[src/sv/glx_pkg.sv]
// ----------------------------------------------------------------------------
// glx_pkg: shared types and constants of the graph-language lexer
// Token kind codes, the keyword table and the result burst handed from the
// scanner to the output stage.
// ----------------------------------------------------------------------------
package glx_pkg;

   localparam int HOLD_LIMIT = 8;   // longest keyword
   localparam int HOLD_IDX_W = 3;   // index bits for HOLD_LIMIT entries
   localparam int KW_COUNT   = 6;

   localparam logic [4:0] KIND_END        = 5'd0;
   localparam logic [4:0] KIND_ERROR      = 5'd1;
   localparam logic [4:0] KIND_KW_BASE    = 5'd2;
   localparam logic [4:0] KIND_LBRACE     = 5'd8;
   localparam logic [4:0] KIND_RBRACE     = 5'd9;
   localparam logic [4:0] KIND_SEMI       = 5'd10;
   localparam logic [4:0] KIND_EQUAL      = 5'd11;
   localparam logic [4:0] KIND_LBRACKET   = 5'd12;
   localparam logic [4:0] KIND_RBRACKET   = 5'd13;
   localparam logic [4:0] KIND_COMMA      = 5'd14;
   localparam logic [4:0] KIND_COLON      = 5'd15;
   localparam logic [4:0] KIND_LPAREN     = 5'd16;
   localparam logic [4:0] KIND_RPAREN     = 5'd17;
   localparam logic [4:0] KIND_AT         = 5'd18;
   localparam logic [4:0] KIND_ARROW      = 5'd19;
   localparam logic [4:0] KIND_MINUSMINUS = 5'd20;
   localparam logic [4:0] KIND_VALUE      = 5'd21;
   localparam logic [4:0] KIND_IDEND      = 5'd22;

   typedef logic [HOLD_LIMIT-1:0][7:0] held_type;

   localparam logic [7:0] KW_TEXT [KW_COUNT][HOLD_LIMIT] = '{
      '{"s", "t", "r", "i", "c", "t", 8'h00, 8'h00},
      '{"d", "i", "g", "r", "a", "p", "h", 8'h00},
      '{"g", "r", "a", "p", "h", 8'h00, 8'h00, 8'h00},
      '{"n", "o", "d", "e", 8'h00, 8'h00, 8'h00, 8'h00},
      '{"e", "d", "g", "e", 8'h00, 8'h00, 8'h00, 8'h00},
      '{"s", "u", "b", "g", "r", "a", "p", "h"}
   };
   localparam logic [3:0] KW_LEN [KW_COUNT] = '{4'd6, 4'd7, 4'd5, 4'd4, 4'd4, 4'd8};

   typedef struct packed {
      logic       hit;
      logic [4:0] kind;
   } kw_result_type;

   // All results of one request: held bytes first, then up to two tokens.
   typedef struct packed {
      logic [3:0] flush_cnt;
      held_type   flush_bytes;
      logic [1:0] tail_cnt;
      logic [4:0] tail0_kind;
      logic [7:0] tail0_value;
      logic [4:0] tail1_kind;
   } burst_type;

   function automatic kw_result_type kw_lookup(input held_type held, input logic [3:0] cnt);
      kw_result_type res;
      logic          same;
      res.hit  = 1'b0;
      res.kind = KIND_ERROR;
      for (int k = 0; k < KW_COUNT; k++) begin
         same = (cnt == KW_LEN[k]);
         for (int i = 0; i < HOLD_LIMIT; i++) begin
            if ((4'(i) < KW_LEN[k]) && (held[i] != KW_TEXT[k][i])) begin
               same = 1'b0;
            end
         end
         if (same) begin
            res.hit  = 1'b1;
            res.kind = KIND_KW_BASE + 5'(k);
         end
      end
      return res;
   endfunction

endpackage

[src/sv/glx_if.sv]
// ----------------------------------------------------------------------------
// glx_if: request and response channels of the graph-language lexer
// Valid/ready channels; a transfer happens when valid and ready are high.
// ----------------------------------------------------------------------------
interface glx_req_if;
   logic       valid;
   logic       ready;
   logic [7:0] byte_in;
   logic       end_of_input;

   modport source (output valid, output byte_in, output end_of_input, input ready);
   modport sink   (input valid, input byte_in, input end_of_input, output ready);
endinterface

interface glx_rsp_if;
   logic       valid;
   logic       ready;
   logic [4:0] kind;
   logic [7:0] value_byte;
   logic       last_of_run;

   modport source (output valid, output kind, output value_byte, output last_of_run,
                   input ready);
   modport sink   (input valid, input kind, input value_byte, input last_of_run,
                   output ready);
endinterface

[src/sv/glx_scan.sv]
// ----------------------------------------------------------------------------
// glx_scan: scanner state and per-byte token decision
// Updates the scan mode and held identifier bytes for each accepted request
// and builds the burst of results that the request causes.
// ----------------------------------------------------------------------------
module glx_scan (
   input  logic               clock,
   input  logic               reset,
   input  logic               accept,
   input  logic [7:0]         byte_in,
   input  logic               end_of_input,
   output glx_pkg::burst_type burst
);

   typedef enum logic [3:0] {
      MODE_IDLE,
      MODE_SLASH,
      MODE_LINE,
      MODE_BLOCK,
      MODE_BLOCK_STAR,
      MODE_MINUS,
      MODE_STRING,
      MODE_ESCAPE,
      MODE_IDENT
   } mode_type;

   mode_type          mode_ff, mode_in;
   glx_pkg::held_type held_ff, held_in;
   logic [3:0]        cnt_ff, cnt_in;
   logic              long_ff, long_in;

   logic                   is_ident, is_space;
   mode_type               idle_mode;
   logic                   idle_tok_vld, idle_start;
   logic [4:0]             idle_tok_kind;
   glx_pkg::kw_result_type kw;

   assign is_ident = ((byte_in >= "a") && (byte_in <= "z")) ||
                     ((byte_in >= "A") && (byte_in <= "Z")) ||
                     ((byte_in >= "0") && (byte_in <= "9")) ||
                     (byte_in == "_") || (byte_in == ".");
   assign is_space = (byte_in == " ") || ((byte_in >= 8'h09) && (byte_in <= 8'h0D));

   assign kw = glx_pkg::kw_lookup(held_ff, cnt_ff);

   // What a byte does when it starts a new token.
   always_comb begin
      idle_mode     = MODE_IDLE;
      idle_tok_vld  = 1'b0;
      idle_tok_kind = glx_pkg::KIND_ERROR;
      idle_start    = 1'b0;
      case (byte_in)
         "/":  idle_mode = MODE_SLASH;
         "-":  idle_mode = MODE_MINUS;
         "\"": idle_mode = MODE_STRING;
         "{": begin idle_tok_vld = 1'b1; idle_tok_kind = glx_pkg::KIND_LBRACE;   end
         "}": begin idle_tok_vld = 1'b1; idle_tok_kind = glx_pkg::KIND_RBRACE;   end
         ";": begin idle_tok_vld = 1'b1; idle_tok_kind = glx_pkg::KIND_SEMI;     end
         "=": begin idle_tok_vld = 1'b1; idle_tok_kind = glx_pkg::KIND_EQUAL;    end
         "[": begin idle_tok_vld = 1'b1; idle_tok_kind = glx_pkg::KIND_LBRACKET; end
         "]": begin idle_tok_vld = 1'b1; idle_tok_kind = glx_pkg::KIND_RBRACKET; end
         ",": begin idle_tok_vld = 1'b1; idle_tok_kind = glx_pkg::KIND_COMMA;    end
         ":": begin idle_tok_vld = 1'b1; idle_tok_kind = glx_pkg::KIND_COLON;    end
         "(": begin idle_tok_vld = 1'b1; idle_tok_kind = glx_pkg::KIND_LPAREN;   end
         ")": begin idle_tok_vld = 1'b1; idle_tok_kind = glx_pkg::KIND_RPAREN;   end
         "@": begin idle_tok_vld = 1'b1; idle_tok_kind = glx_pkg::KIND_AT;       end
         default: begin
            if (is_space) begin
               idle_mode = MODE_IDLE;
            end else if (is_ident) begin
               idle_mode  = MODE_IDENT;
               idle_start = 1'b1;
            end else begin
               idle_tok_vld = 1'b1;
            end
         end
      endcase
   end

   always_comb begin
      mode_in = mode_ff;
      held_in = held_ff;
      cnt_in  = cnt_ff;
      long_in = long_ff;
      burst.flush_cnt   = 4'd0;
      burst.flush_bytes = held_ff;
      burst.tail_cnt    = 2'd0;
      burst.tail0_kind  = glx_pkg::KIND_ERROR;
      burst.tail0_value = 8'd0;
      burst.tail1_kind  = glx_pkg::KIND_END;
      if (accept) begin
         if (end_of_input) begin
            mode_in = MODE_IDLE;
            cnt_in  = 4'd0;
            long_in = 1'b0;
            case (mode_ff)
               MODE_IDLE: begin
                  burst.tail_cnt   = 2'd1;
                  burst.tail0_kind = glx_pkg::KIND_END;
               end
               MODE_IDENT: begin
                  burst.tail_cnt   = 2'd2;
                  burst.tail0_kind = (!long_ff && kw.hit) ? kw.kind : glx_pkg::KIND_IDEND;
                  burst.flush_cnt  = (!long_ff && !kw.hit) ? cnt_ff : 4'd0;
               end
               default: burst.tail_cnt = 2'd1;
            endcase
         end else begin
            case (mode_ff)
               MODE_IDENT: begin
                  if (is_ident) begin
                     if (long_ff) begin
                        burst.tail_cnt    = 2'd1;
                        burst.tail0_kind  = glx_pkg::KIND_VALUE;
                        burst.tail0_value = byte_in;
                     end else if (cnt_ff < 4'(glx_pkg::HOLD_LIMIT)) begin
                        held_in[cnt_ff[glx_pkg::HOLD_IDX_W-1:0]] = byte_in;
                        cnt_in = cnt_ff + 4'd1;
                     end else begin
                        // Hold is full: spill it and stream the rest of the run.
                        burst.flush_cnt   = cnt_ff;
                        burst.tail_cnt    = 2'd1;
                        burst.tail0_kind  = glx_pkg::KIND_VALUE;
                        burst.tail0_value = byte_in;
                        cnt_in  = 4'd0;
                        long_in = 1'b1;
                     end
                  end else begin
                     burst.tail0_kind = (!long_ff && kw.hit) ? kw.kind : glx_pkg::KIND_IDEND;
                     burst.flush_cnt  = (!long_ff && !kw.hit) ? cnt_ff : 4'd0;
                     burst.tail1_kind = idle_tok_kind;
                     burst.tail_cnt   = idle_tok_vld ? 2'd2 : 2'd1;
                     mode_in = idle_mode;
                     long_in = 1'b0;
                     cnt_in  = idle_start ? 4'd1 : 4'd0;
                     if (idle_start) begin
                        held_in[0] = byte_in;
                     end
                  end
               end
               MODE_SLASH: begin
                  if (byte_in == "/") begin
                     mode_in = MODE_LINE;
                  end else if (byte_in == "*") begin
                     mode_in = MODE_BLOCK;
                  end else begin
                     burst.tail_cnt = 2'd1;
                     mode_in = MODE_IDLE;
                  end
               end
               MODE_LINE: begin
                  if (byte_in == 8'h0A) begin
                     mode_in = MODE_IDLE;
                  end
               end
               MODE_BLOCK: begin
                  if (byte_in == "*") begin
                     mode_in = MODE_BLOCK_STAR;
                  end
               end
               MODE_BLOCK_STAR: begin
                  if (byte_in == "/") begin
                     mode_in = MODE_IDLE;
                  end else if (byte_in != "*") begin
                     mode_in = MODE_BLOCK;
                  end
               end
               MODE_MINUS: begin
                  burst.tail_cnt = 2'd1;
                  if (byte_in == ">") begin
                     burst.tail0_kind = glx_pkg::KIND_ARROW;
                  end else if (byte_in == "-") begin
                     burst.tail0_kind = glx_pkg::KIND_MINUSMINUS;
                  end
                  mode_in = MODE_IDLE;
               end
               MODE_STRING: begin
                  if (byte_in == "\"") begin
                     burst.tail_cnt   = 2'd1;
                     burst.tail0_kind = glx_pkg::KIND_IDEND;
                     mode_in = MODE_IDLE;
                  end else if (byte_in == "\\") begin
                     mode_in = MODE_ESCAPE;
                  end else begin
                     burst.tail_cnt    = 2'd1;
                     burst.tail0_kind  = glx_pkg::KIND_VALUE;
                     burst.tail0_value = byte_in;
                  end
               end
               MODE_ESCAPE: begin
                  burst.tail_cnt    = 2'd1;
                  burst.tail0_kind  = glx_pkg::KIND_VALUE;
                  burst.tail0_value = byte_in;
                  mode_in = MODE_STRING;
               end
               default: begin
                  mode_in          = idle_mode;
                  burst.tail_cnt   = idle_tok_vld ? 2'd1 : 2'd0;
                  burst.tail0_kind = idle_tok_kind;
                  if (idle_start) begin
                     held_in[0] = byte_in;
                     cnt_in     = 4'd1;
                     long_in    = 1'b0;
                  end
               end
            endcase
         end
      end
   end

   always_ff @(posedge clock) begin
      if (reset) begin
         mode_ff <= MODE_IDLE;
         cnt_ff  <= 4'd0;
         long_ff <= 1'b0;
      end else begin
         mode_ff <= mode_in;
         cnt_ff  <= cnt_in;
         long_ff <= long_in;
      end
   end

   always_ff @(posedge clock) begin
      held_ff <= held_in;
   end

   a_cnt_bounded: assert property (@(posedge clock) disable iff (reset)
      cnt_ff <= 4'(glx_pkg::HOLD_LIMIT))
      else $error("held byte count exceeds hold depth");

   a_long_empty: assert property (@(posedge clock) disable iff (reset)
      long_ff |-> (cnt_ff == 4'd0))
      else $error("bytes held while streaming a long identifier");

   a_hold_only_in_ident: assert property (@(posedge clock) disable iff (reset)
      (mode_ff != MODE_IDENT) |-> ((cnt_ff == 4'd0) && !long_ff))
      else $error("identifier state left over outside an identifier");

endmodule

[src/sv/glx_burst.sv]
// ----------------------------------------------------------------------------
// glx_burst: result buffer and response drain
// Holds all results of one request and hands them out one per transfer,
// marking the final one.
// ----------------------------------------------------------------------------
module glx_burst (
   input  logic               clock,
   input  logic               reset,
   input  logic               load,
   input  glx_pkg::burst_type burst,
   output logic               ready,
   glx_rsp_if.source          rsp_ch
);

   logic              busy_ff, busy_in;
   logic [3:0]        pos_ff, pos_in;
   logic [3:0]        total_ff;
   logic [3:0]        fl_cnt_ff;
   glx_pkg::held_type fl_ff;
   logic [4:0]        tail0_kind_ff;
   logic [7:0]        tail0_value_ff;
   logic [4:0]        tail1_kind_ff;
   logic [3:0]        load_total;
   logic              fire, last;

   assign load_total = burst.flush_cnt + 4'(burst.tail_cnt);
   assign last       = (pos_ff == (total_ff - 4'd1));
   assign fire       = rsp_ch.valid && rsp_ch.ready;
   assign ready      = !busy_ff || (fire && last);

   always_comb begin
      busy_in = busy_ff;
      pos_in  = pos_ff;
      if (fire) begin
         pos_in = pos_ff + 4'd1;
         if (last) begin
            busy_in = 1'b0;
         end
      end
      if (load) begin
         busy_in = (load_total != 4'd0);
         pos_in  = 4'd0;
      end
   end

   always_ff @(posedge clock) begin
      if (reset) begin
         busy_ff <= 1'b0;
         pos_ff  <= 4'd0;
      end else begin
         busy_ff <= busy_in;
         pos_ff  <= pos_in;
      end
   end

   always_ff @(posedge clock) begin
      if (load) begin
         total_ff       <= load_total;
         fl_cnt_ff      <= burst.flush_cnt;
         fl_ff          <= burst.flush_bytes;
         tail0_kind_ff  <= burst.tail0_kind;
         tail0_value_ff <= burst.tail0_value;
         tail1_kind_ff  <= burst.tail1_kind;
      end
   end

   always_comb begin
      rsp_ch.valid       = busy_ff;
      rsp_ch.last_of_run = last;
      if (pos_ff < fl_cnt_ff) begin
         rsp_ch.kind       = glx_pkg::KIND_VALUE;
         rsp_ch.value_byte = fl_ff[pos_ff[glx_pkg::HOLD_IDX_W-1:0]];
      end else if (pos_ff == fl_cnt_ff) begin
         rsp_ch.kind       = tail0_kind_ff;
         rsp_ch.value_byte = tail0_value_ff;
      end else begin
         rsp_ch.kind       = tail1_kind_ff;
         rsp_ch.value_byte = 8'd0;
      end
   end

   a_pos_in_range: assert property (@(posedge clock) disable iff (reset)
      busy_ff |-> (pos_ff < total_ff))
      else $error("response index beyond burst length");

   a_drain_ends: assert property (@(posedge clock) disable iff (reset)
      (fire && last && !load) |=> !busy_ff)
      else $error("response still valid after final result taken");

   a_load_starts: assert property (@(posedge clock) disable iff (reset)
      (load && (load_total != 4'd0)) |=> (busy_ff && (pos_ff == 4'd0)))
      else $error("burst not started at first result");

endmodule

[src/sv/graph_language_lexer_core.sv]
// ----------------------------------------------------------------------------
// graph_language_lexer_core: graph-language tokenizer
// One source byte per request in, tokens out on the response channel.
// ----------------------------------------------------------------------------
// Usage:
//   req_ch carries one source byte (byte_in) or an end_of_input marker per
//   request. rsp_ch carries token kind, value_byte for identifier and string
//   bytes, and last_of_run on the final response caused by a request.
//   A request may cause no response (whitespace, comments, held identifier
//   bytes) or up to ten (a spilled identifier plus its following tokens).
// Latency: the first response of a request is valid in the cycle after the
//   request is taken.
// Throughput: one request per cycle while each causes at most one response
//   and rsp_ch.ready is high. The rate is set by the single result buffer
//   that drains one response per cycle while rsp_ch.ready is high; the next
//   request is taken in the cycle its last one leaves.
// Reset: synchronous; the scanner returns to the between-tokens state and
//   any pending responses are dropped.
// Stall: while rsp_ch.ready is low the response holds and req_ch.ready
//   stays low until the buffered burst is drained.
// ----------------------------------------------------------------------------
module graph_language_lexer_core (
   input  logic      clock,
   input  logic      reset,
   glx_req_if.sink   req_ch,
   glx_rsp_if.source rsp_ch
);

   glx_pkg::burst_type burst;
   logic               ready;
   logic               accept;

   assign req_ch.ready = ready;
   assign accept       = req_ch.valid && ready;

   glx_scan u_scan (
      .clock        (clock),
      .reset        (reset),
      .accept       (accept),
      .byte_in      (req_ch.byte_in),
      .end_of_input (req_ch.end_of_input),
      .burst        (burst)
   );

   glx_burst u_burst (
      .clock  (clock),
      .reset  (reset),
      .load   (accept),
      .burst  (burst),
      .ready  (ready),
      .rsp_ch (rsp_ch)
   );

endmodule

[src/flat_wrapper.sv]
// flat-port wrapper written by rule: the top's interface ports become plain ports
module graph_language_lexer_core_flat 
  (clock, reset, req_ch_valid, req_ch_byte_in, req_ch_end_of_input, req_ch_ready, rsp_ch_valid, rsp_ch_kind, rsp_ch_value_byte, rsp_ch_last_of_run, rsp_ch_ready);
  glx_req_if req_ch_i ();
  glx_rsp_if rsp_ch_i ();
  input  logic clock;
  input  logic reset;
  input wire logic [$bits(req_ch_i.valid)-1:0] req_ch_valid;
  input wire logic [$bits(req_ch_i.byte_in)-1:0] req_ch_byte_in;
  input wire logic [$bits(req_ch_i.end_of_input)-1:0] req_ch_end_of_input;
  output wire logic [$bits(req_ch_i.ready)-1:0] req_ch_ready;
  output wire logic [$bits(rsp_ch_i.valid)-1:0] rsp_ch_valid;
  output wire logic [$bits(rsp_ch_i.kind)-1:0] rsp_ch_kind;
  output wire logic [$bits(rsp_ch_i.value_byte)-1:0] rsp_ch_value_byte;
  output wire logic [$bits(rsp_ch_i.last_of_run)-1:0] rsp_ch_last_of_run;
  input wire logic [$bits(rsp_ch_i.ready)-1:0] rsp_ch_ready;
  assign req_ch_i.valid = req_ch_valid;
  assign req_ch_i.byte_in = req_ch_byte_in;
  assign req_ch_i.end_of_input = req_ch_end_of_input;
  assign req_ch_ready = req_ch_i.ready;
  assign rsp_ch_valid = rsp_ch_i.valid;
  assign rsp_ch_kind = rsp_ch_i.kind;
  assign rsp_ch_value_byte = rsp_ch_i.value_byte;
  assign rsp_ch_last_of_run = rsp_ch_i.last_of_run;
  assign rsp_ch_i.ready = rsp_ch_ready;
  graph_language_lexer_core u_core (.clock(clock), .reset(reset), .req_ch(req_ch_i), .rsp_ch(rsp_ch_i));
endmodule
[config.mk]
export PLATFORM = sky130hd
export DESIGN_NAME = graph_language_lexer_core_flat
export DESIGN_NICKNAME = d
export VERILOG_FILES = /design/src/sv/glx_pkg.sv /design/src/sv/glx_if.sv /design/src/sv/glx_scan.sv /design/src/sv/glx_burst.sv /design/src/sv/graph_language_lexer_core.sv /design/src/flat_wrapper.sv
export SDC_FILE = /design/constraint.sdc
export NUM_CORES = 1
export LEC_CHECK = 0
export BUFFER_PORTS_ARGS = -buffer_cell sky130_fd_sc_hd__buf_2
export CORE_MARGIN = 3
export CORE_UTILIZATION = 49
export DETAILED_ROUTE_END_ITERATION = 8
export PLACE_DENSITY_LB_ADDON = 0.3
export SLEW_MARGIN = 20
export SYNTH_ARGS = -nofsm -noshare
export SYNTH_HDL_FRONTEND = slang
export SYNTH_SLANG_ARGS = --single-unit
[constraint.sdc]
create_clock -name clock -period 7.3 [get_ports clock]
set_input_delay 1.095 -clock clock [delete_from_list [all_inputs] [get_ports clock]]
set_output_delay 1.095 -clock clock [all_outputs]
set_load 0.02 [all_outputs]
==> results.txt <==
Run status: finished, final reports clean
Dpl cells: 856
GRT Total Usage: 22.7%
Sink Count: 168
Yosys top cell area share: 56.7%
Clk slew on worst S/H paths: 60 ps
Final worst path period share: 64.4%
DP HPWL: 14.3 mm
First-pass GRT wire length: 30.8 mm
Area Overhead vs Synth: 11.5%
Global placer's final weighted congestion: 0.911
Worst IR Drop VDD: 0.173 mV
Post-synthesis net count: 664
Critical path type: reg2reg
Async S/R FF share, synth: 0%
Critical Path RT: 7610 ps
Met2 usage in global routing: 33.5%
Area leader, netlist: edfxtp_1
Via-per-instance ratio: 6.24
Final-report hold violation count: 0
Core area: 16100 um^2
Final core occ: 56.6%
Seq cells post-synth: 168
Max_slew headroom: 30.6%
Seq/Total Area, Yosys: 60.2%
Starting Density: 50.8%
Port buffer count: 28
Gate Count Post-Synth: 638
Vias: 5541
Minimum clock period: 4700 ps
Fmax: 213 MHz
Clk_skew: 9.45 ps
Setup bufs post-CTS: 0
Die area: 18200 um^2
Post-synth EDFFs: 154
Post_cts resized: 0
Number of setup violations in the final report: 0
RSZ-0062 raised after global routing: false
Top FF cell, synth: edfxtp_1
Met1 GRT Util: 34.0%
CP Capture Type: flop
Initial antenna violation count: 0
Ranking of synthesized cells by area: edfxtp_1 (57%), mux4_2 (4.4%), dfxtp_1 (3.4%)
Worst-Skew Late Latency: 430 ps
Slew @ Worst Pin: 1040 ps
DRC violations left: 0
WL/cell: 22.6 um
ANT nets after route: 0
Setup TNS: 0 ps
Max cap viols: 0
Number of DRC markers in iteration 0: 689
Vias in the first global route: 5282
Die W: 135 um
Critical Path Start Type: flop
Clock Root Buffer: clkbuf_16
Met3 track demand over resource: 4.81%
Type of the most critical hold path: reg2reg
Number of I/O pins: 29
Power density over the cells: 242 nW/um^2
Pre-CTS WS: 2390 ps
CTS tree: yes
GRT overflow: 0
Final wirelength: 20.1 mm
Nets: 685
Finished Layout Cells: 888
Htree depth: 4
Yosys warnings: 0
Worst Path Arrival: 5010 ps
Max Slew Vio Count: 0
Synth cell types: 81
First-pass detailed-route iteration total: 5
Clock buffer count from CTS: 17
Clock buffer depth: 2
Leakage: 0.00298 uW
Diode count: 0
Layout cell share with drive strength beyond 1: 14.6%
Final worst setup slack: 2600 ps
Hold Buf Count CTS: 0
Worst Path Max Fanout: 21
Largest net degree at the start of global routing: 85
Mapped cell area: 8150 um^2
Die Y: 135 um
Floorplan row count: 46
GR peak layer: met1
Syn_area_per_cell: 12.8 um^2
## critical path, cell delays in order, from the launching register on
cell     delay, ps
dfxtp_1        970
xnor2_1        170
nor2_1         180
a41o_1         300
nor3b_1        770
nand3_1        230
o31ai_2        170
and2_1         210
ha_1           170
inv_1           60
fa_1           440
nor2_1         130
or4b_1         460
a41oi_2        220
o41ai_2        100
## synth_stat cells, drive strengths merged (6+ instances only)
cell    number
edfxtp     154
nor2        43
nand2       39
a21oi       28
nand3       28
o21ai       28
nor3        23
inv         21
clkbuf      17
and2        16
mux4        16
dfxtp       14
buf         12
ha          12
mux2i       12
nand2b      11
xnor2       11
nor2b       10
nand3b       9
nand4        8
nor4bb       8
a22o         7
nor3b        6
o31ai        6
or3          6
## per-layer routing
layer	wire length [um]	vias up
met2	9130	252
met3	1550	37
met4	408	0
met1	8990	2723
li1	-	2529
met5	0	-
## flip-flops by register name (all words and copies together), names as in the netlist
register	flops
u_core.u_burst.fl_ff	64
u_core.u_scan.burst	64
u_core.u_burst.tail0_kind_ff	5
u_core.u_burst.tail1_kind_ff	5
u_core.u_scan.long_ff	1
u_core.u_burst.tail0_value_ff	8
u_core.u_burst.rsp_ch.valid	1
u_core.u_scan.cnt_ff	4
u_core.u_burst.pos_ff	4
u_core.u_burst.fl_cnt_ff	4
u_core.u_scan.mode_ff	4
u_core.u_burst.total_ff	4
## path summary, 6_finish.rpt
path	from	to	slack, ps	cells after the start
max	u_core.u_burst.pos_ff[1]	u_core.u_burst.rsp_ch.valid	2600	14
min reg2reg	u_core.u_scan.burst[75]	u_core.u_burst.fl_ff[55]	450	0
min	u_core.u_scan.burst[75]	u_core.u_burst.fl_ff[55]	450	0
max reg2reg	u_core.u_burst.pos_ff[1]	u_core.u_burst.rsp_ch.valid	2600	14
## where the power goes
group	switching, uW	internal [uW]	leakage (uW)	total, uW
combinational	110	54.8	0.00111	164
sequential	18.5	1090	0.00157	1110
clock	386	546	0.000297	932
## logic make-up (layout without fill, tap and decap cells)
group           after synthesis  after routing  share of synthesized area (%)
mux                          29             29                           6.03
buf+inv                      51             85                           2.52
flops                       168            168                           60.2
xor+xnor                     15             15                           1.61
compound gates              110            110                           9.28
simple gates                251            251                           18.2
fa+ha+maj                    14             14                           2.21
## placed cells by master, fill, tap and decap left out, types with 4 or more instances in the layout
cell,Yosys,routed
nor2_1,43,43
mux4_2,16,16
clkbuf_16,0,17
buf_2,5,28
a22o_1,7,7
a21oi_1,27,27
nand3_1,28,28
nor4b_1,4,4
nand2b_1,10,10
dfxtp_1,14,14
edfxtp_1,154,154
nor2b_1,10,10
nand4_1,8,8
mux2i_1,12,12
nand4b_1,5,5
o21ai_0,27,27
or3_1,6,6
ha_1,12,12
and3_1,5,5
nor4bb_1,8,8
nand2_1,38,38
o31ai_1,5,5
nor3_1,22,21
nor3b_1,6,6
inv_1,21,21
xor2_1,4,4
and2_1,16,16
o22ai_1,4,4
nand4bb_1,4,4
a211oi_1,5,4
nor4_1,5,5
nand3b_1,9,9
xnor2_1,11,11
## stage by stage
stage	hold WS [ps]	total power [uW]	area (um^2)
final	450	2200	9090
after global routing	456	2270	9090
after CTS	449	2210	9080
after detailed placement	435	1290	8470
after global placement	438	1290	8470
after floorplan	417	1240	8150
## final cells by class
class / instances / area (um^2)
timing repair buffer: 31 / 163
clock inverter: 15 / 194
fill: 1279 / 6960
clock buffer: 17 / 425
inverter: 22 / 83.8
multi-input combinational: 419 / 3050
sequential: 168 / 4900
tap: 216 / 270
(Power assumes the default switching activity.)
